`config.mk`:
```
export PLATFORM = sky130hd
export DESIGN_NAME = dco_frequency_calibrator_unit
export DESIGN_NICKNAME = d
export VERILOG_FILES = /design/src/sv/dfc_pkg.sv /design/src/sv/dco_frequency_calibrator_unit.sv /design/src/sv/dfc_core.sv
export SDC_FILE = /design/constraint.sdc
export NUM_CORES = 1
export LEC_CHECK = 0
export ABC_AREA = 1
export BUFFER_PORTS_ARGS = -buffer_cell sky130_fd_sc_hd__buf_4
export CAP_MARGIN = 0
export CORE_MARGIN = 2
export CORE_UTILIZATION = 50
export CTS_BUF_LIST = sky130_fd_sc_hd__clkbuf_16
export DETAILED_ROUTE_END_ITERATION = 6
export MAX_ROUTING_LAYER = met4
export PLACE_DENSITY = 0.7
export SLEW_MARGIN = 15
export SYNTH_ARGS = -nofsm -noshare
export SYNTH_HDL_FRONTEND = slang
export SYNTH_SLANG_ARGS = --single-unit
```
`constraint.sdc`:
```
create_clock -name clk -period 5.2 [get_ports clk]
set_input_delay 0.78 -clock clk [delete_from_list [all_inputs] [get_ports clk]]
set_output_delay 0.78 -clock clk [all_outputs]
set_load 0.1 [all_outputs]
```
`src/sv/dfc_pkg.sv`:
```
// ----------------------------------------------------------------------------
// dfc_pkg
// shared types and constants of the dco frequency calibrator
// ----------------------------------------------------------------------------
`default_nettype none

package dfc_pkg;

  localparam int CAP_W   = 16;
  localparam int TRIM_W  = 8;
  localparam int CTRL_W  = 8;
  localparam int RANGE_W = 3;
  localparam int CFG_IDX_W = 2;

  localparam logic [TRIM_W-1:0]  TRIM_RESET   = 8'h90;
  localparam logic [CTRL_W-1:0]  CTRL_RESET   = 8'h8B;
  localparam logic [CAP_W-1:0]   TARGET_RESET = 16'd126;
  localparam logic [CAP_W-1:0]   LIMIT_RESET  = 16'd1000;
  localparam logic [TRIM_W-1:0]  TRIM_MAX     = 8'hFF;
  localparam logic [TRIM_W-1:0]  TRIM_MIN     = 8'h00;
  localparam logic [RANGE_W-1:0] RANGE_MAX    = 3'd7;
  localparam logic [RANGE_W-1:0] RANGE_MIN    = 3'd0;
  localparam logic [CAP_W-1:0]   TRIES_MAX    = 16'hFFFF;

  typedef enum logic [1:0] {
    ACT_START   = 2'd0,
    ACT_CAPTURE = 2'd1,
    ACT_TIMEOUT = 2'd2,
    ACT_NONE    = 2'd3
  } action_t;

  typedef enum logic [CFG_IDX_W-1:0] {
    REG_TARGET_COUNT = 2'd0,
    REG_TRY_LIMIT    = 2'd1
  } cfg_reg_t;

  typedef enum logic [2:0] {
    ST_ADJUSTING    = 3'd0,
    ST_LOCKED       = 3'd1,
    ST_GAVE_TRIES   = 3'd2,
    ST_GAVE_TIMEOUT = 3'd3,
    ST_IDLE         = 3'd4
  } status_t;

  typedef struct packed {
    logic [TRIM_W-1:0] trim_value;
    logic [CTRL_W-1:0] clock_control;
    status_t           status;
  } result_t;

endpackage

`default_nettype wire

```
`src/sv/dco_frequency_calibrator_unit.sv`:
```
// ----------------------------------------------------------------------------
// dco_frequency_calibrator_unit
// oscillator trim loop with config registers and a two-entry result buffer
// ----------------------------------------------------------------------------
// an accepted word's result is registered into the output word, or into the skid word while the output word is stalled
// one word per cycle while in_stall is low; the state update is combinational and registered on accept
// in_stall rises only when both result registers are full
// reset: trim 0x90, control 0x8B, loop idle, target 126, try limit 1000
`default_nettype none

module dco_frequency_calibrator_unit
  import dfc_pkg::*;
(
  input  wire logic                 clk,
  input  wire logic                 rst_n,
  input  wire logic                 in_valid,
  output logic                      in_stall,
  input  wire logic [1:0]           in_action,
  input  wire logic [CAP_W-1:0]     in_captured,
  output logic                      out_valid,
  input  wire logic                 out_stall,
  output logic [TRIM_W-1:0]         out_trim_value,
  output logic [CTRL_W-1:0]         out_clock_control,
  output logic [2:0]                out_status,
  input  wire logic                 cfg_valid,
  output logic                      cfg_ready,
  input  wire logic [CFG_IDX_W-1:0] cfg_index,
  input  wire logic [CAP_W-1:0]     cfg_data
);

  logic [CAP_W-1:0] target_r;
  logic [CAP_W-1:0] limit_r;
  logic             out_valid_r;
  logic             skid_valid_r;
  result_t          out_r;
  result_t          skid_r;
  result_t          res;
  logic             accept_in;
  logic             out_fire;

  assign cfg_ready = 1'b1;
  assign in_stall  = skid_valid_r;
  assign accept_in = in_valid && !in_stall;
  assign out_fire  = out_valid_r && !out_stall;

  always_ff @(posedge clk) begin
    if (!rst_n) begin
      target_r <= TARGET_RESET;
      limit_r  <= LIMIT_RESET;
    end else if (cfg_valid && cfg_ready) begin
      case (cfg_index)
        REG_TARGET_COUNT: target_r <= cfg_data;
        REG_TRY_LIMIT:    limit_r  <= cfg_data;
        default: begin
        end
      endcase
    end
  end

  dfc_core u_core (
    .clk          (clk),
    .rst_n        (rst_n),
    .take         (accept_in),
    .action       (in_action),
    .captured     (in_captured),
    .target_count (target_r),
    .try_limit    (limit_r),
    .result       (res)
  );

  // skid word always sits behind the output word
  always_ff @(posedge clk) begin
    if (!rst_n) begin
      out_valid_r  <= 1'b0;
      skid_valid_r <= 1'b0;
    end else if (skid_valid_r) begin
      if (out_fire) begin
        out_r        <= skid_r;
        skid_valid_r <= 1'b0;
      end
    end else if (accept_in) begin
      out_valid_r <= 1'b1;
      if (!out_valid_r || out_fire) begin
        out_r <= res;
      end else begin
        skid_r       <= res;
        skid_valid_r <= 1'b1;
      end
    end else if (out_fire) begin
      out_valid_r <= 1'b0;
    end
  end

  assign out_valid         = out_valid_r;
  assign out_trim_value    = out_r.trim_value;
  assign out_clock_control = out_r.clock_control;
  assign out_status        = out_r.status;

  a_skid_behind_out: assert property (@(posedge clk) disable iff (!rst_n)
    skid_valid_r |-> out_valid_r)
    else $error("skid word held without an output word");

  a_accept_gives_out: assert property (@(posedge clk) disable iff (!rst_n)
    accept_in |=> out_valid_r)
    else $error("accepted word produced no result");

  a_skid_drains: assert property (@(posedge clk) disable iff (!rst_n)
    (out_fire && skid_valid_r) |=> (out_valid_r && !skid_valid_r))
    else $error("skid word lost on drain");

endmodule

`default_nettype wire

```
`src/sv/dfc_core.sv`:
```
// ----------------------------------------------------------------------------
// dfc_core
// trim loop state and its per-word update, result formed in the same cycle
// ----------------------------------------------------------------------------
`default_nettype none

module dfc_core
  import dfc_pkg::*;
(
  input  wire logic             clk,
  input  wire logic             rst_n,
  input  wire logic             take,
  input  wire logic [1:0]       action,
  input  wire logic [CAP_W-1:0] captured,
  input  wire logic [CAP_W-1:0] target_count,
  input  wire logic [CAP_W-1:0] try_limit,
  output result_t               result
);

  logic [TRIM_W-1:0] trim_r, trim_nxt;
  logic [CTRL_W-1:0] ctrl_r, ctrl_nxt;
  logic [TRIM_W-1:0] trim_fb_r, trim_fb_nxt;
  logic [CTRL_W-1:0] ctrl_fb_r, ctrl_fb_nxt;
  logic [CAP_W-1:0]  prev_r, prev_nxt;
  logic [CAP_W-1:0]  tries_r, tries_nxt;
  logic              running_r, running_nxt;

  logic [CAP_W-1:0]  diff;
  logic [CAP_W:0]    tries_inc;
  logic [TRIM_W-1:0] trim_dn, trim_up;
  status_t           status;

  assign diff      = captured - prev_r;
  assign tries_inc = {1'b0, tries_r} + {{CAP_W{1'b0}}, 1'b1};
  assign trim_dn   = trim_r - {{(TRIM_W-1){1'b0}}, 1'b1};
  assign trim_up   = trim_r + {{(TRIM_W-1){1'b0}}, 1'b1};

  always_comb begin
    trim_nxt    = trim_r;
    ctrl_nxt    = ctrl_r;
    trim_fb_nxt = trim_fb_r;
    ctrl_fb_nxt = ctrl_fb_r;
    prev_nxt    = prev_r;
    tries_nxt   = tries_r;
    running_nxt = running_r;
    status      = running_r ? ST_ADJUSTING : ST_IDLE;
    case (action)
      ACT_START: begin
        running_nxt = 1'b1;
        prev_nxt    = '0;
        tries_nxt   = '0;
        status      = ST_ADJUSTING;
      end
      ACT_CAPTURE: begin
        if (running_r) begin
          prev_nxt  = captured;
          tries_nxt = tries_inc[CAP_W] ? TRIES_MAX : tries_inc[CAP_W-1:0];
          if (tries_inc > {1'b0, try_limit}) begin
            trim_nxt    = trim_fb_r;
            ctrl_nxt    = ctrl_fb_r;
            running_nxt = 1'b0;
            status      = ST_GAVE_TRIES;
          end else if (diff == target_count) begin
            trim_fb_nxt = trim_r;
            ctrl_fb_nxt = ctrl_r;
            running_nxt = 1'b0;
            status      = ST_LOCKED;
          end else if (diff > target_count) begin
            // running fast: step trim down, borrow from range on wrap
            trim_nxt = trim_dn;
            if (trim_dn == TRIM_MAX && ctrl_r[RANGE_W-1:0] != RANGE_MIN)
              ctrl_nxt = ctrl_r - {{(CTRL_W-1){1'b0}}, 1'b1};
            status = ST_ADJUSTING;
          end else begin
            trim_nxt = trim_up;
            if (trim_up == TRIM_MIN && ctrl_r[RANGE_W-1:0] != RANGE_MAX)
              ctrl_nxt = ctrl_r + {{(CTRL_W-1){1'b0}}, 1'b1};
            status = ST_ADJUSTING;
          end
        end
      end
      ACT_TIMEOUT: begin
        if (running_r) begin
          trim_nxt    = trim_fb_r;
          ctrl_nxt    = ctrl_fb_r;
          running_nxt = 1'b0;
          status      = ST_GAVE_TIMEOUT;
        end
      end
      default: begin
      end
    endcase
  end

  assign result.trim_value    = trim_nxt;
  assign result.clock_control = ctrl_nxt;
  assign result.status        = status;

  always_ff @(posedge clk) begin
    if (!rst_n) begin
      trim_r    <= TRIM_RESET;
      ctrl_r    <= CTRL_RESET;
      trim_fb_r <= TRIM_RESET;
      ctrl_fb_r <= CTRL_RESET;
      prev_r    <= '0;
      tries_r   <= '0;
      running_r <= 1'b0;
    end else if (take) begin
      trim_r    <= trim_nxt;
      ctrl_r    <= ctrl_nxt;
      trim_fb_r <= trim_fb_nxt;
      ctrl_fb_r <= ctrl_fb_nxt;
      prev_r    <= prev_nxt;
      tries_r   <= tries_nxt;
      running_r <= running_nxt;
    end
  end

endmodule

`default_nettype wire
```
==> results of run 1 <==
[worst max-delay path: cells and delay by family]
| kind | cells | cell delay (ps) |
|---|---|---|
| and+or+nand+nor | 23 | 1810 |
| AOI/OAI and AO/OA | 6 | 950 |
| adders and majority gates | 2 | 620 |
| buffers and inverters | 3 | 390 |
| xor gates and xnor gates | 1 | 190 |
[state kept, by name, indices dropped and copies added (netlist names)]
signal,flops
u_core.running_r,1
skid_r,19
out_clock_control,8
u_core.ctrl_fb_r,8
out_valid,1
in_stall,1
u_core.ctrl_r,8
u_core.prev_r,16
out_status,3
limit_r,16
u_core.trim_fb_r,8
out_trim_value,8
u_core.tries_r,16
u_core.trim_r,8
target_r,16
[cells in the final DEF, fill, tap and decap left out, types with 3 or more instances in the layout]
cell	instances
dfxtp_1	99
xor2_1	25
nand3_1	56
clkbuf_16	18
a21oi_1	120
nand4_1	14
a211oi_1	15
xnor2_1	6
nand2_2	5
inv_2	5
inv_6	7
edfxtp_1	38
nor3_1	5
inv_1	158
o211ai_1	23
o21ai_0	87
o21ai_2	4
nand3b_1	5
buf_4	76
o211ai_2	3
nand3_2	7
ha_1	60
nand4_2	3
o21ai_1	11
nor2_1	79
a21oi_2	5
nand2_1	329
[logic make-up after synthesis]
logic type,share of synthesized area
buffers and inverters,0.1008
other,0.0004224
adder cells (fa/ha/maj),0.08681
XOR/XNOR,0.03058
AO/OA/AOI/OAI,0.1800
flip-flops,0.3517
AND/OR/NAND/NOR,0.2497
[where the power goes]
group / internal, W / switching (W)
logic: 0.000238 / 0.000501
clock network: 0.000698 / 0.000524
registers: 0.00115 / 0.0000415
total: 0.00209 / 0.00107
[worst max-delay path by stage]
stage                              start  slack, ps                    to
after floorplan           in_captured[2]        800     out_trim_value[7]
after global placement    in_captured[2]        460  out_clock_control[7]
after detailed placement  in_captured[2]        380  out_clock_control[7]
after CTS                 in_captured[2]        690  out_clock_control[7]
after global routing      in_captured[2]        240     out_trim_value[7]
final                     in_captured[2]        610  out_clock_control[7]
[routing by layer]
metal	vias up	GRT usage	wire [um]
li1	4180	-	-
met1	3845	0.3307	10610
met2	234	0.4384	11340
met3	39	0.04709	1088
met4	0	0.09049	569
met5	-	-	0
[layout make-up]
cell class | count | area [um2]
clock buffers | 18 | 450.4
clock inverters | 14 | 133.9
fillers | 1640 | 7321
inverters | 164 | 615.6
multi-input cells | 889 | 4861
flip-flops and latches | 137 | 3123
well taps | 225 | 281.5
repair buffers | 76 | 570.5
[metrics by stage]
| stage | worst slack [ps] | hold slack (ps) | area, um2 |
|---|---|---|---|
| final | 609.5 | 447.6 | 10040 |
| after CTS | 693.8 | 449.2 | 10040 |
| after global placement | 461.7 | 434.9 | 9452 |
| after detailed placement | 376.9 | 441.2 | 9452 |
| after floorplan | 798.7 | 423.7 | 8879 |
| after global routing | 238.8 | 483.6 | 10040 |
==> metrics.csv, run 1 <==
stage,metric,value,unit
route,antenna-violating nets left,0,
clocking,cts repair resizes,0,
yosys,synth top area cells,"dfxtp_1 (22%), nand2_1 (14%), edfxtp_1 (13%), ha_1 (8.5%), a21oi_1 (6.8%)",
setup_path,CP required,5360,ps
power,Pleak,4.713,nW
clocking,deepest level of the CTS H-tree,4,
setup_path,"Top cell by count, worst path",nand2_1,
clocking,clk buf depth,2,
clocking,Setup Buffers After CTS,0,
yosys,synthesized cell area,8879,um2
yosys,Yosys warnings,0,
power,total power,0.003154,W
setup_path,CP max FO,20,
sta,final hold violation count,0,
route,# DRC,0,
floorplan,die height,137.3,um
setup_path,Critical Path Source Type,input pin,
floorplan,Starting Density,0.5115,
place,placed wire-length estimate,16720,um
global_routing,total global routing overflow,0,
setup_path,FF-to-FF path depth,35,
finish,fin cells,1523,
run_status,outcome,completed,
floorplan,width of the die,137.3,um
route,1st-iter DRT viols,532,
sta,setup violators final,0,
yosys,register area share after synthesis,0.3517,
power,P per Cell Area,314.3,nW/um2
yosys,Mapped Cells,1249,
setup_path,"Slowest-stage cell, CP",ha_1,
clocking,CTS sink cnt,137,
route,drt pass-1 iters,7,
clocking,clk_lat worst skew,420,ps
sta,post-route minimum period,4590,ps
job,MaxCap Viol Count,0,
sta,max frequency,217.8,MHz
setup_path,Worst path max stage delay,350,ps
sta,Final Max Tran Viols,0,
setup_path,WP data arrival,4750,ps
sta,fin crit share,0.8828,
finish,number of diodes,0,
global_routing,initial antenna violation count,0,
global_routing,vias in the first global route,7872,
floorplan,die footprint,18840,um2
yosys,proportion of netlist area held by the largest area contributor,0.2232,
floorplan,Ports,63,
sta,Slew headroom,0.3179,
clocking,Root Driver,clkbuf_16,
route,DRT Wirelength,23610,um
finish,layout cells sized above 1,0.1140,
yosys,share of flip-flops with an asynchronous set or reset,0,
sta,Worst-Margin Slew,1022,ps
power,maximum VDD drop,0.2485,mV
yosys,Avg Inst Size Synth,7.108,um2
clocking,Clock transition at path regs,60,ps
yosys,Synth Flop Type,dfxtp_1,
floorplan,Rows,48,
clocking,CTS tree,done,
place,dpl cells,1491,
setup_path,Worst R2R Setup Slack,730,ps
setup_path,critical path class,in -> reg,
setup_path,reg2reg end,out_clock_control[7],
place,# port buffers,61,
route,via count,8298,
sta,clock skew,11.04,ps
yosys,Commonest cells post-synth,"nand2_1 (329), inv_1 (158), a21oi_1 (120)",
yosys,Yosys top cell by area,dfxtp_1,
setup_path,Crit. End Element,register,
sta,unrepaired setup endpoints after global routing,false,
clocking,CTS Hold Bufs,0,
finish,final net count,1387,
global_routing,first-pass GRT wire length,38400,um
route,Wirelength per Cell,15.50,um
yosys,"flops & latches, synth",137,
worst_hold_path,hold path depth,2,
route,Vias/cell,5.448,
place,GP Congestion,0.9437,
floorplan,core area,17360,um2
worst_hold_path,min-delay worst type,reg -> reg,
yosys,syn_nets,1351,
finish,synthesis-to-layout area growth,13.04,%
yosys,most frequent cell after synthesis,nand2_1,
sta,setup TNS,0,ps
global_routing,largest net degree at the start of global routing,64,
yosys,number of synthesized flops with an enable pin,38,
worst_hold_path,min-delay src,u_core.trim_fb_r[1],
yosys,Synth cell types,51,
clocking,Num CTS Buffers,17,
finish,Util after Layout,0.5782,
global_routing,Total GRT Usage,0.2663,
worst_hold_path,Hold Path End,u_core.trim_fb_r[1],
setup_path,Reg-to-Reg Start,u_core.prev_r[2],
No activity file was read; power rests on OpenSTA's default activity.
==> inputs of run 2 (changes only) <==
--- a/config.mk
+++ b/config.mk
@@ -5,7 +5,6 @@
 export SDC_FILE = /design/constraint.sdc
 export NUM_CORES = 1
 export LEC_CHECK = 0
-export ABC_AREA = 1
 export BUFFER_PORTS_ARGS = -buffer_cell sky130_fd_sc_hd__buf_4
 export CAP_MARGIN = 0
 export CORE_MARGIN = 2
==> run 2 against run 1 <==
The run now ends with design-rule violations left. Setup slack worse by 500 ps. Power rose by 0.67%. Clock power rose by 13%. Wire length increased by 6.8%. Via count grew 1.8%. Register-to-register slack got worse by 510 ps. Clock-buffer cell count decreased by 1. Area after synthesis down 0.73%. Cell count shrank 7.1%. First-iteration DRC count is 33% higher. Critical endpoint is now out_clock_control[5]. Highest routed layer unchanged.
==> metrics.csv, run 2 <==
stage,metric,value,unit,change
clocking,CTS sink cnt,137,,unchanged
floorplan,core area,17240,um2,-0.69%
global_routing,total global routing overflow,0,,unchanged
global_routing,first-pass GRT wire length,39810,um,+3.7%
floorplan,width of the die,136.8,um,-0.36%
global_routing,largest net degree at the start of global routing,57,,-11%
route,via count,8450,,+1.8%
sta,clock skew,11.83,ps,+0.7841 ps
floorplan,Rows,48,,unchanged
yosys,Commonest cells post-synth,"nand2_1 (174), a21oi_1 (121), dfxtp_1 (99)",,
place,GP Congestion,0.9554,,+1.2%
route,DRT Wirelength,25210,um,+6.8%
worst_hold_path,min-delay src,u_core.prev_r[13],,
clocking,clk_lat worst skew,430,ps,about the same
clocking,Num CTS Buffers,17,,unchanged
sta,Slew headroom,0.3796,,+0.06171
setup_path,critical path class,in -> reg,,
clocking,clk buf depth,2,,unchanged
yosys,number of synthesized flops with an enable pin,38,,unchanged
sta,setup TNS,0,ps,unchanged
finish,Util after Layout,0.6184,,+0.04018
sta,Final Max Tran Viols,0,,unchanged
yosys,Yosys top cell by area,dfxtp_1,,
yosys,Avg Inst Size Synth,8.064,um2,+13%
sta,final hold violation count,0,,unchanged
sta,max frequency,196.5,MHz,-9.8%
finish,"commonest non-fill, non-tap cell in the layout",nand2_1,,
clocking,CTS Hold Bufs,0,,unchanged
global_routing,initial antenna violation count,0,,unchanged
setup_path,Worst R2R Setup Slack,220,ps,-510 ps
yosys,"flops & latches, synth",137,,unchanged
finish,number of diodes,0,,unchanged
global_routing,Total GRT Usage,0.2790,,+0.01277
yosys,synth top area cells,"dfxtp_1 (22%), edfxtp_1 (13%), ha_1 (8.5%), nand2_1 (7.4%), a21oi_1 (6.9%)",,
yosys,syn_nets,1195,,-12%
yosys,Mapped Cells,1093,,-12%
yosys,most frequent cell after synthesis,nand2_1,,
yosys,proportion of netlist area held by the largest area contributor,0.2249,,+0.001648
setup_path,Critical Path Source Type,input pin,,
clocking,CTS tree,done,,
setup_path,CP required,5380,ps,+20 ps
clocking,deepest level of the CTS H-tree,4,,unchanged
sta,unrepaired setup endpoints after global routing,true,,
route,drt pass-1 iters,7,,unchanged
setup_path,CP max FO,4,,-80%
route,antenna-violating nets left,0,,unchanged
job,MaxCap Viol Count,0,,unchanged
setup_path,Crit. End Element,register,,
finish,number of flip-flops in the largest register,19,,unchanged
setup_path,Reg-to-Reg Start,u_core.prev_r[0],,
place,# port buffers,61,,unchanged
sta,post-route minimum period,5088,ps,+497.7 ps
power,P per Cell Area,297.9,nW/um2,-5.2%
yosys,Synth cell types,78,,+53%
finish,final net count,1279,,-7.8%
floorplan,Ports,63,,unchanged
yosys,synthesized cell area,8813,um2,-0.73%
setup_path,CP Launch Point,in_captured[0],,
worst_hold_path,min-delay worst type,reg -> reg,,
yosys,Synth Flop Type,dfxtp_1,,
route,Vias/cell,5.972,,+9.6%
sta,Worst-Margin Slew,930.6,ps,-91.43 ps
setup_path,WP data arrival,5270,ps,+520 ps
floorplan,die height,136.8,um,-0.36%
finish,most frequent cells in the layout,"nand2_1 (173), buf_4 (130), a21oi_1 (114)",,
finish,synthesis-to-layout area growth,20.94,%,
yosys,share of flip-flops with an asynchronous set or reset,0,,unchanged
yosys,Yosys warnings,0,,unchanged
route,# DRC,1,,+1
place,placed wire-length estimate,17110,um,+2.3%
floorplan,Starting Density,0.5113,,about the same
clocking,Clock transition at path regs,60,ps,about the same
route,1st-iter DRT viols,708,,+33%
power,maximum VDD drop,0.2912,mV,+17%
clocking,Root Driver,clkbuf_16,,
run_status,outcome,"complete, but fails checks",,
power,total power,0.003175,W,+0.67%
route,Wirelength per Cell,17.81,um,+15%
finish,layout cells sized above 1,0.1899,,+0.07589
sta,fin crit share,0.9785,,+0.09571
global_routing,vias in the first global route,7890,,+0.23%
power,Pleak,4.231,nW,-10%
floorplan,die footprint,18700,um2,-0.71%
sta,smallest hold slack,451.4,ps,+3.820 ps
finish,Biggest register,skid_r,,
run_status,failing checks,design-rule violations,,
yosys,register area share after synthesis,0.3543,,+0.002597
sta,setup violators final,0,,unchanged
[run 2: cell count changes after synthesis, sizes merged, moves of 16 or more]
cell | previous run | this run
nand3 | 64 | 42
nand2 | 334 | 174
o31ai | 1 | 18
inv | 163 | 71
mux2 | 0 | 17
o21ai | 102 | 62
clkbuf | 34 | 55
nor2 | 82 | 55
mux2i | 0 | 16
[run 2: worst paths after layout]
path,end,cells after the start
worst min register to register,u_core.prev_r[13],2
worst max register to register,out_clock_control[5],21
worst min-delay path,u_core.prev_r[13],2
worst max-delay path,out_clock_control[5],23
[run 2: final cells by class]
type,instances,area [um2]
clock buffer,17,425.4
clock inverter,15,230.2
fill,1529,6578
inverter,71,269.0
multi-input combinational,818,5328
sequential,137,3123
tap,225,281.5
timing repair buffer,132,1002
[run 2: worst max-delay path, stage by stage]
cell       delay (ps)
buf_8              80
inv_4              30
ha_4              150
fa_2              360
nand2b_4          160
a21oi_4           130
o21ai_2            90
a21oi_2           150
o2111ai_2         130
a31oi_1           260
a21o_1            170
a21oi_2            60
xnor2_1           130
ha_1              290
nand4_1           200
buf_4             200
or4_4             440
o31ai_4           110
mux2i_2           340
mux2_1            360
a22oi_1           260
a21oi_1           130
mux2_2            280
[run 2: report_power, final]
| group | leakage, nW | switching [W] | internal [W] | total, W |
|---|---|---|---|---|
| logic | 2.75 | 0.000383 | 0.000236 | 0.000619 |
| clock network | 0.325 | 0.000485 | 0.000893 | 0.00138 |
| registers | 1.16 | 0.0000385 | 0.00114 | 0.00118 |
[run 2: metrics by stage]
stage	instances	area [um2]	setup WS, ps
after floorplan	1093	8852	-89.92
after global placement	1376	9821	-369.9
after detailed placement	1376	9821	-490.8
after CTS	1409	10490	3.391
after global routing	1415	10660	-47.34
final	1415	10660	111.8
[run 2: logic make-up (layout without fill, tap and decap cells)]
family / Yosys count / in the layout / synth area share
AOI/OAI and AO/OA: 307 / 307 / 0.2182
xor gates and xnor gates: 31 / 31 / 0.03081
adders and majority gates: 61 / 61 / 0.08745
buffers and inverters: 138 / 235 / 0.06090
DFF: 137 / 137 / 0.3543
muxes: 33 / 33 / 0.03989
other: 1 / 1 / 0.0004255
and+or+nand+nor: 385 / 385 / 0.2080
[run 2: routing by layer]
metal  routed length (um)  GRT usage  part of all wire  vias up
met5                    0          -                 0        -
met4                  921     0.1204             0.037        0
met1                10860     0.3411              0.43     3944
met3                 1514    0.05481             0.060       79
li1                     -          -                 -     4081
met2                11910     0.4489              0.47      346
[run 2: repair_timing]
item / in CTS / in global routing
resized for setup: 2 / 30
setup buffers: 1 / 6
setup endpoints to repair: 7 / 29
pin swaps: 0 / 24
